<file path="src/rtl/core/slir_pkg.sv">
package slir_pkg;

    // Capacity of the sorted store and the widths that follow from it.
    localparam int DEPTH = 16;
    localparam int CNT_W = $clog2(DEPTH + 1);
    localparam int IDX_W = $clog2(DEPTH);

    // Fixed field widths of the request and result.
    localparam int VALUE_W       = 32;
    localparam int STATUS_W      = 2;
    localparam int ENTRY_COUNT_W = 5;

    // Request kinds.
    localparam logic REQ_INSERT = 1'b0;
    localparam logic REQ_REMOVE = 1'b1;

    // Status codes.
    localparam logic [STATUS_W-1:0] ST_OK        = 2'd0;
    localparam logic [STATUS_W-1:0] ST_FULL      = 2'd1;
    localparam logic [STATUS_W-1:0] ST_NOT_FOUND = 2'd2;
    localparam logic [STATUS_W-1:0] ST_EMPTY     = 2'd3;

    typedef logic signed [VALUE_W-1:0] t_value;
    typedef logic [CNT_W-1:0]          t_count;

    typedef struct packed {
        logic   req_type;
        t_value value;
    } t_req;

    typedef struct packed {
        logic [STATUS_W-1:0]      status;
        logic [ENTRY_COUNT_W-1:0] entry_count;
        t_value                   smallest;
        t_value                   largest;
    } t_res;

    // Broadcast from the top level to every cell of the chain.
    typedef struct packed {
        logic   insert_en;
        logic   remove_en;
        t_value value;
    } t_cell_ctl;

endpackage

</file>
<file path="src/rtl/core/slir_cell.sv">
module slir_cell import slir_pkg::*; (
    input  logic      i_clk,
    input  t_cell_ctl i_ctl,
    input  logic      i_valid,
    input  t_value    i_left_value,
    input  logic      i_left_gt,
    input  t_value    i_right_value,
    output t_value    o_value,
    output logic      o_gt,
    output logic      o_match
);

    t_value r_value;
    t_value n_value;
    logic   ge;

    // Compare the held entry against the broadcast value.
    always_comb begin
        o_gt    = i_valid && (r_value > i_ctl.value);
        o_match = i_valid && (r_value == i_ctl.value);
        ge      = (r_value >= i_ctl.value);
    end

    // An insert shifts the entries above the slot one cell up and drops the value
    // into the first slot that is greater or free; a remove pulls every entry from
    // the first match on one cell down.
    always_comb begin
        n_value = r_value;
        if (i_ctl.insert_en) begin
            if (i_left_gt) begin
                n_value = i_left_value;
            end else if (o_gt || !i_valid) begin
                n_value = i_ctl.value;
            end
        end else if (i_ctl.remove_en && ge) begin
            n_value = i_right_value;
        end
    end

    always_ff @(posedge i_clk) begin
        r_value <= n_value;
    end

    assign o_value = r_value;

endmodule

</file>
<file path="src/rtl/core/sorted_list_insert_remove.sv">
// Channel   Direction  Payload  Handshake
// request   in         t_req    i_in_valid / o_in_stall
// result    out        t_res    o_out_valid / i_out_stall
//
// One request is taken per cycle while the input is not stalled; all cells compare and shift in the same edge.
// A result passes from the status register into the output register once that register is free.
// Reset (synchronous, active low) empties the store and clears both handshakes.
// A stalled result holds; requests stall only while a finished status waits
// behind a stalled output register.
module sorted_list_insert_remove import slir_pkg::*; (
    input  logic i_clk,
    input  logic i_rst_n,
    input  logic i_in_valid,
    output logic o_in_stall,
    input  t_req i_in_req,
    output logic o_out_valid,
    input  logic i_out_stall,
    output t_res o_out_res
);

    t_count    r_count;
    t_count    n_count;
    logic      r_pend;
    logic      n_pend;
    logic [STATUS_W-1:0] r_status;
    logic [STATUS_W-1:0] n_status;
    logic      r_out_valid;
    logic      n_out_valid;
    t_res      r_out_res;
    t_res      n_out_res;

    t_cell_ctl ctl;
    logic      accept;
    logic      load;
    logic      found;
    logic      full;
    logic [IDX_W-1:0] last_idx;

    t_value cell_value [DEPTH];
    logic   cell_gt    [DEPTH];
    logic   cell_match [DEPTH];
    logic   cell_valid [DEPTH];
    logic [DEPTH-1:0] match_vec;

    // Handshake: the status stage moves on when the output register is free.
    assign load       = r_pend && (!r_out_valid || !i_out_stall);
    assign o_in_stall = r_pend && !load;
    assign accept     = i_in_valid && !o_in_stall;

    // Chain of cells, each told whether it lies below the count.
    for (genvar g = 0; g < DEPTH; g++) begin : g_cell
        t_value left_value;
        logic   left_gt;
        t_value right_value;

        assign cell_valid[g] = (CNT_W'(g) < r_count);
        assign match_vec[g]  = cell_match[g];

        if (g == 0) begin : g_first
            assign left_value = '0;
            assign left_gt    = 1'b0;
        end else begin : g_inner
            assign left_value = cell_value[g-1];
            assign left_gt    = cell_gt[g-1];
        end

        if (g == DEPTH - 1) begin : g_last
            assign right_value = '0;
        end else begin : g_body
            assign right_value = cell_value[g+1];
        end

        slir_cell u_cell (
            .i_clk        (i_clk),
            .i_ctl        (ctl),
            .i_valid      (cell_valid[g]),
            .i_left_value (left_value),
            .i_left_gt    (left_gt),
            .i_right_value(right_value),
            .o_value      (cell_value[g]),
            .o_gt         (cell_gt[g]),
            .o_match      (cell_match[g])
        );
    end

    // Decode the request into the broadcast control and its status.
    always_comb begin
        found         = |match_vec;
        full          = (r_count == CNT_W'(DEPTH));
        ctl.value     = i_in_req.value;
        ctl.insert_en = accept && (i_in_req.req_type == REQ_INSERT) && !full;
        ctl.remove_en = accept && (i_in_req.req_type == REQ_REMOVE) && found;

        n_count = r_count;
        if (ctl.insert_en) begin
            n_count = r_count + 1'b1;
        end else if (ctl.remove_en) begin
            n_count = r_count - 1'b1;
        end

        n_status = r_status;
        if (accept) begin
            if (i_in_req.req_type == REQ_INSERT) begin
                n_status = full ? ST_FULL : ST_OK;
            end else if (r_count == '0) begin
                n_status = ST_EMPTY;
            end else begin
                n_status = found ? ST_OK : ST_NOT_FOUND;
            end
        end

        n_pend = accept ? 1'b1 : (load ? 1'b0 : r_pend);
    end

    // Result register: the store is settled the cycle after the request.
    always_comb begin
        last_idx    = IDX_W'(r_count - 1'b1);
        n_out_res   = r_out_res;
        n_out_valid = r_out_valid && i_out_stall;
        if (load) begin
            n_out_valid           = 1'b1;
            n_out_res.status      = r_status;
            n_out_res.entry_count = ENTRY_COUNT_W'(r_count);
            if (r_count == '0) begin
                n_out_res.smallest = '0;
                n_out_res.largest  = '0;
            end else begin
                n_out_res.smallest = cell_value[0];
                n_out_res.largest  = cell_value[last_idx];
            end
        end
    end

    always_ff @(posedge i_clk) begin
        if (!i_rst_n) begin
            r_count     <= '0;
            r_pend      <= 1'b0;
            r_out_valid <= 1'b0;
        end else begin
            r_count     <= n_count;
            r_pend      <= n_pend;
            r_out_valid <= n_out_valid;
        end
    end

    always_ff @(posedge i_clk) begin
        r_status  <= n_status;
        r_out_res <= n_out_res;
    end

    assign o_out_valid = r_out_valid;
    assign o_out_res   = r_out_res;

endmodule

</file>
<file path="config.mk">
export PLATFORM = sky130hd
export DESIGN_NAME = sorted_list_insert_remove
export DESIGN_NICKNAME = d
export VERILOG_FILES = /design/src/rtl/core/slir_pkg.sv /design/src/rtl/core/slir_cell.sv /design/src/rtl/core/sorted_list_insert_remove.sv
export SDC_FILE = /design/constraint.sdc
export NUM_CORES = 2
export LEC_CHECK = 0
export ABC_AREA = 1
export BUFFER_PORTS_ARGS = -buffer_cell sky130_fd_sc_hd__buf_2
export CAP_MARGIN = 20
export CORE_MARGIN = 2
export CORE_UTILIZATION = 50
export CTS_CLUSTER_DIAMETER = 30
export CTS_CLUSTER_SIZE = 30
export DETAILED_ROUTE_END_ITERATION = 7
export GPL_TIMING_DRIVEN = 0
export PLACE_DENSITY = 0.81
export SETUP_SLACK_MARGIN = 0.1
export SYNTH_ARGS = -nofsm -noshare
export SYNTH_HDL_FRONTEND = slang
export SYNTH_HIERARCHICAL = 1
export SYNTH_SLANG_ARGS = --single-unit
export TNS_END_PERCENT = 20
</file>
<file path="constraint.sdc">
create_clock -name i_clk -period 4.9 [get_ports i_clk]
set_clock_uncertainty 0.15 [all_clocks]
set_input_delay 0.98 -clock i_clk [delete_from_list [all_inputs] [get_ports i_clk]]
set_output_delay 0.98 -clock i_clk [all_outputs]
set_load 0.01 [all_outputs]
</file>
### Yosys cells after proc, flatten, opt, wreduce, memory -nomap -nowiden

Index checks and enable logic that the tools add are counted.

| word-level totals | value |
|---|---|
| input port bits | 37 |
| output and inout bits | 73 |
| register bits | 592 |
| logic and storage cells | 315 |

| cells by class | value |
|---|---|
| equality and inequality tests | 33 |
| multiplexer cells | 75 |
| $lt $le $gt $ge | 49 |
| reductions and logical operators | 130 |
| add/subtract/negate cells | 2 |
| bitwise operators | 2 |

Operator list:

| operator | count |
|---|---|
| 32-bit two-way mux | 65 |
| 32-bit == test | 16 |
| 32-bit greater-or-equal comparator | 16 |
| 32-bit greater-than comparator | 16 |
| 32-bit binary-select mux with 4-bit select | 1 |
| 1-bit logical AND | 56 |
| 3-bit by 1-bit != test with 1-bit output, second input constant | 15 |
| 4-bit by 5-bit less-than comparator with 1-bit output, first input constant | 8 |
| 2-bit nonzero test | 18 |
| 2-bit AND reduction | 16 |
| 1-bit zero test | 21 |
| 3-bit by 5-bit less-than comparator with 1-bit output, first input constant | 4 |
| 1-bit logical OR | 17 |
| 16-bit OR reduction | 1 |
| 1-bit by 5-bit less-than comparator with 1-bit output, first input constant | 2 |
| 2-bit by 5-bit less-than comparator with 1-bit output, first input constant | 2 |
| 5-bit two-way mux | 2 |
| 2-bit two-way mux | 3 |
| 5-bit by 1-bit adder with 5-bit output, second input constant | 1 |
| 5-bit == test, second input constant | 1 |
| 5-bit greater-or-equal comparator, second input constant | 1 |
| 5-bit zero test | 1 |
| 4-bit NOT with 5-bit output | 1 |
| 5-bit by 1-bit subtractor with 5-bit output, second input constant | 1 |
| 3 further kinds | 6 |

### Longest topological paths before layout

| depth | value |
|---|---|
| depth after elaboration | 12 |
| depth in mapped cells | 21 |
| mapped depth without buffers | 21 |

### Hierarchy

Netlist, hierarchy kept.

Modules (own cells, without submodules):

| module | cells an instance | instances | seq. area each (µm²) | area each (µm²) |
|---|---|---|---|---|
| slir_cell at g_cell[0].u_cell ... | 329 | 15 | 960.9 | 2493.6 |
| sorted_list_insert_remove | 1501 | 1 | 2332.2 | 8456.9 |
| slir_cell at g_cell[15].u_cell | 329 | 1 | 960.9 | 2497.4 |

### Worst setup path after synthesis

OpenSTA, ideal clock, no wires.

| path | value |
|---|---|
| kind | input -> register |
| from | input i_out_stall |
| to | register r_out_res (netlist bit o_out_res[0]), enable pin |
| path slack | -126 ps |
| required time | 4227 ps |
| buffers on the path | 0 |
| setup time | 523 ps |
| arrival time | 4352 ps |
| stages | 1 |
| cells stage by stage | a21oi_1 |

| between the ends | value |
|---|---|
| cells in the longest elaborated chain, start to end | 3 |

RTL lines:

| element | RTL line | source |
|---|---|---|
| start: declaration | sorted_list_insert_remove.sv:17 | `input logic i_out_stall,` |
| 1-bit zero test | sorted_list_insert_remove.sv:46 | `assign load = r_pend && (!r_out_valid \|\| !i_out_stall);` |
| 1-bit logical OR | sorted_list_insert_remove.sv:46 |  |
| 1-bit logical AND | sorted_list_insert_remove.sv:46 |  |
| end signal: assignment | sorted_list_insert_remove.sv:148 | `r_out_res <= n_out_res;` |
| end: declaration | sorted_list_insert_remove.sv:29 | `t_res r_out_res;` |

Every way passes these cells.
A chain may end at the register's enable or synchronous reset.

==> flow_metrics.env <==
export IMPL_outcome="finished clean"
export IMPL_finish_utilization_pct=58.48
export IMPL_hold_end="o_out_res[70]$_DFFE_PP_"
export IMPL_synthesis_yosys_warnings=6
export IMPL_crit_path_max_fanout=21
export IMPL_die_h_um=315.0
export IMPL_timing_rr_end="g_cell[5].u_cell/o_value[27]$_DFFE_PP_"
export IMPL_design_power_total_mw=20.98
export IMPL_post_synth_cell_area_avg_um2=7.149
export IMPL_standby_leakage_power_nw=26.56
export IMPL_hold_path_cell_count=0
export IMPL_grt_max_degree=33
export IMPL_rsz0062_at_grt="no"
export IMPL_min_from="r_status[1]$_SDFFCE_PN0P_"
export IMPL_antenna_left=0
export IMPL_worst_slack_ns=0.1125
export IMPL_family_with_the_most_delay_on_the_worst_path="buffers and inverters"
export IMPL_library_cell_used_as_clock_root_buffer="sky130_fd_sc_hd__clkbuf_16"
export IMPL_tritoncts_num_sinks=592
export IMPL_drive_gt1_share_pct=7.763
export IMPL_final_hold_violation_count=0
export IMPL_hold_class="reg -> reg"
export IMPL_critical_path_class="reg -> reg"
export IMPL_floorplan_initialDensity_pct=50.22
export IMPL_pwr_density_cell_nw_per_um2=372.6
export IMPL_peakVddDrop_mv=0.2665
export IMPL_cp_required_ns=5.18
export IMPL_post_drt_wl_per_cell_um=22.37
export IMPL_power_switching_mw=7.157
export IMPL_post_place_ws_ns=-1.789
export IMPL_actual_transition_at_the_worst_max_transition_pin_ns=1.071
export IMPL_placement_rows=114
export IMPL_path_cells="buf_4, buf_6, buf_4, nor2_1, o21ai_0, inv_1, nor2_1, nor2_1, nand2_1, nor2_1, nand2_1, nand2_2, clkinvlp_4, buf_12, nand2_1, nand2_1, nand2_1, clkinvlp_4, buf_16"
export IMPL_firstDrtPassIters=8
export IMPL_slowest_stage="sky130_fd_sc_hd__o21ai_0"
export IMPL_floorplan_die_area_um2=99210
export IMPL_netlist_instances=6764
export IMPL_vias=51680
export IMPL_clock_path_buffers=3
export IMPL_grt_antenna_before_repair=6
export IMPL_worst_setup_path_end_kind="flip-flop"
export IMPL_timing_max_cap_violations=0
export IMPL_timing_setup_tns_ns=0
export IMPL_internal_power_mw=13.82
export IMPL_via_count_of_the_first_global_routing_pass=47330
export IMPL_syn2layout_area_growth_pct=16.44
export IMPL_drt_first_iter_violations=8866
export IMPL_placed_cell_area_um2=51220
export IMPL_clock_power_share_pct=45.6
export IMPL_crit_path_start_kind="flip-flop"
export IMPL_fp_coreArea_um2=96280
export IMPL_final_cells=8507
export IMPL_die_x_um=315.0
export IMPL_worst_setup_hold_path_clk_slew_ns=0.05
export IMPL_worst_r2r_setup_slack_ns=0.11
export IMPL_clock_fmax_mhz=208.9
export IMPL_crit_reg2reg_launch="r_count[0]$_SDFFE_PN0P_"
export IMPL_crit_path_start="r_count[0]$_SDFFE_PN0P_"
export IMPL_place_inst=8237
export IMPL_cell_with_the_most_instances_on_the_worst_path="sky130_fd_sc_hd__nand2_1"
export IMPL_post_route_cell_area_um2=56310
export IMPL_drt_wl_total_mm=190.3
export IMPL_cp_arrival_ns=5.07
export IMPL_grt_first_pass_wirelength_mm=278.4
export IMPL_mapped_area_um2=48360
export IMPL_clock_insertion_delay_worst_skew_ns=0.75
export IMPL_gp_routability_congestion=1.029
export IMPL_post_route_min_period_ns=4.787
export IMPL_drc=0
export IMPL_worst_path_buf_inv=8
export IMPL_port_buffers=109
export IMPL_num_fill_cells=8408
export IMPL_top_level_i_o_count=110
export IMPL_timing_final_max_slew_violations=0
export IMPL_cts_inserted_buffers=142
export IMPL_share_seq_of_total_power_pct=31.7
export IMPL_finish_net_count=7664
export IMPL_vias_per_cell=6.075
export IMPL_combinationalPowerShare_pct=22.6
export IMPL_maxSlewHeadroom_pct=28.58
export IMPL_period_share_pct=97.70
export IMPL_cpPeakStageDelay_ns=0.51
export IMPL_h_tree_depth=4
export IMPL_grt_ovfl_total=0
export IMPL_cts_tree="built"
export IMPL_reg2regPathDepth=19
export IMPL_hold_buffers=0
export IMPL_dp_hpwl_mm=141.3
export IMPL_report_final_setup_viol=0
export IMPL_timing_hold_ws_ns=0.2771
export IMPL_switching_share_pct=34.11
export IMPL_grt_total_usage_pct=37.14
==> flip-flops by register name, indices dropped and copies added (netlist names) <==
name                   flops
g_cell.u_cell/o_value    512
o_out_res                 71
r_count                    5
r_status                   2
o_out_valid                1
r_pend                     1
==> cell usage in the layout, fill, tap and decap left out, types with 8 or more instances in the layout <==
master	n
sky130_fd_sc_hd__nand2_1	1728
sky130_fd_sc_hd__o21ai_0	1094
sky130_fd_sc_hd__nor2_1	960
sky130_fd_sc_hd__inv_1	717
sky130_fd_sc_hd__edfxtp_1	585
sky130_fd_sc_hd__ha_1	516
sky130_fd_sc_hd__nand3_1	265
sky130_fd_sc_hd__a21oi_1	247
sky130_fd_sc_hd__clkbuf_1	232
sky130_fd_sc_hd__clkbuf_16	142
sky130_fd_sc_hd__buf_2	138
sky130_fd_sc_hd__o21ai_1	103
sky130_fd_sc_hd__conb_1	71
sky130_fd_sc_hd__nand4_1	49
sky130_fd_sc_hd__buf_4	39
sky130_fd_sc_hd__nor2_2	33
sky130_fd_sc_hd__a21o_1	31
sky130_fd_sc_hd__clkinvlp_4	29
sky130_fd_sc_hd__inv_2	23
sky130_fd_sc_hd__nand2_2	21
sky130_fd_sc_hd__o21a_1	18
sky130_fd_sc_hd__clkinv_2	18
sky130_fd_sc_hd__bufinv_16	18
sky130_fd_sc_hd__clkinv_1	17
sky130_fd_sc_hd__nor3_1	16
sky130_fd_sc_hd__nor3_2	15
sky130_fd_sc_hd__clkbuf_4	14
sky130_fd_sc_hd__clkinv_4	14
sky130_fd_sc_hd__buf_16	12
sky130_fd_sc_hd__inv_6	10
sky130_fd_sc_hd__buf_6	8
sky130_fd_sc_hd__buf_12	8
==> area by class of cell <==
class | count | area [µm²] | area share, %
antenna | 4 | 10.01 | 0.01778
timing repair buffer | 133 | 1145 | 2.033
clock buffer | 158 | 3613 | 6.418
inverter | 756 | 2898 | 5.146
multi-input combinational | 5177 | 26730 | 47.48
sequential | 592 | 17710 | 31.45
tap | 1276 | 1597 | 2.835
buffer | 309 | 1361 | 2.418
clock inverter | 102 | 1244 | 2.209
==> per-layer routing <==
| layer | up-vias | global-route usage (%) | part of all wire [%] |
|---|---|---|---|
| met5 | - | 0 | 0.0058 |
| met2 | 4341 | 52.81 | 40 |
| met4 | 2 | 23.65 | 7.3 |
| met1 | 23300 | 49.17 | 37 |
| li1 | 23120 | - | - |
| met3 | 919 | 10.99 | 16 |
==> how the worst max path moves through the flow <==
stage / end / slack [ns] / cells after the start
after floorplan: g_cell[0].u_cell/o_value[0]$_DFFE_PP_ / 0.97 / 18
after global placement: g_cell[5].u_cell/o_value[27]$_DFFE_PP_ / -1.85 / 19
after detailed placement: g_cell[15].u_cell/o_value[6]$_DFFE_PP_ / -1.79 / 19
after CTS: g_cell[8].u_cell/o_value[24]$_DFFE_PP_ / 0.04 / 21
after global routing: g_cell[0].u_cell/o_value[10]$_DFFE_PP_ / 0.13 / 18
final: g_cell[5].u_cell/o_value[27]$_DFFE_PP_ / 0.11 / 19
==> power groups by stage <==
stage	Sequential, mW	Clock, mW	Combinational, mW
after CTS	6.62	9.56	4.48
after detailed placement	6.70	0	4.43
after global routing	6.66	9.82	5.12
after global placement	6.70	0	4.21
after floorplan	6.47	0	2.79
final	6.66	9.57	4.75
==> repair_timing <==
item,CTS,global route
endpoints found under the setup margin,512,512
buffers inserted,3,3
gates resized for setup,22,28
No activity file was read; power rests on OpenSTA's default activity.
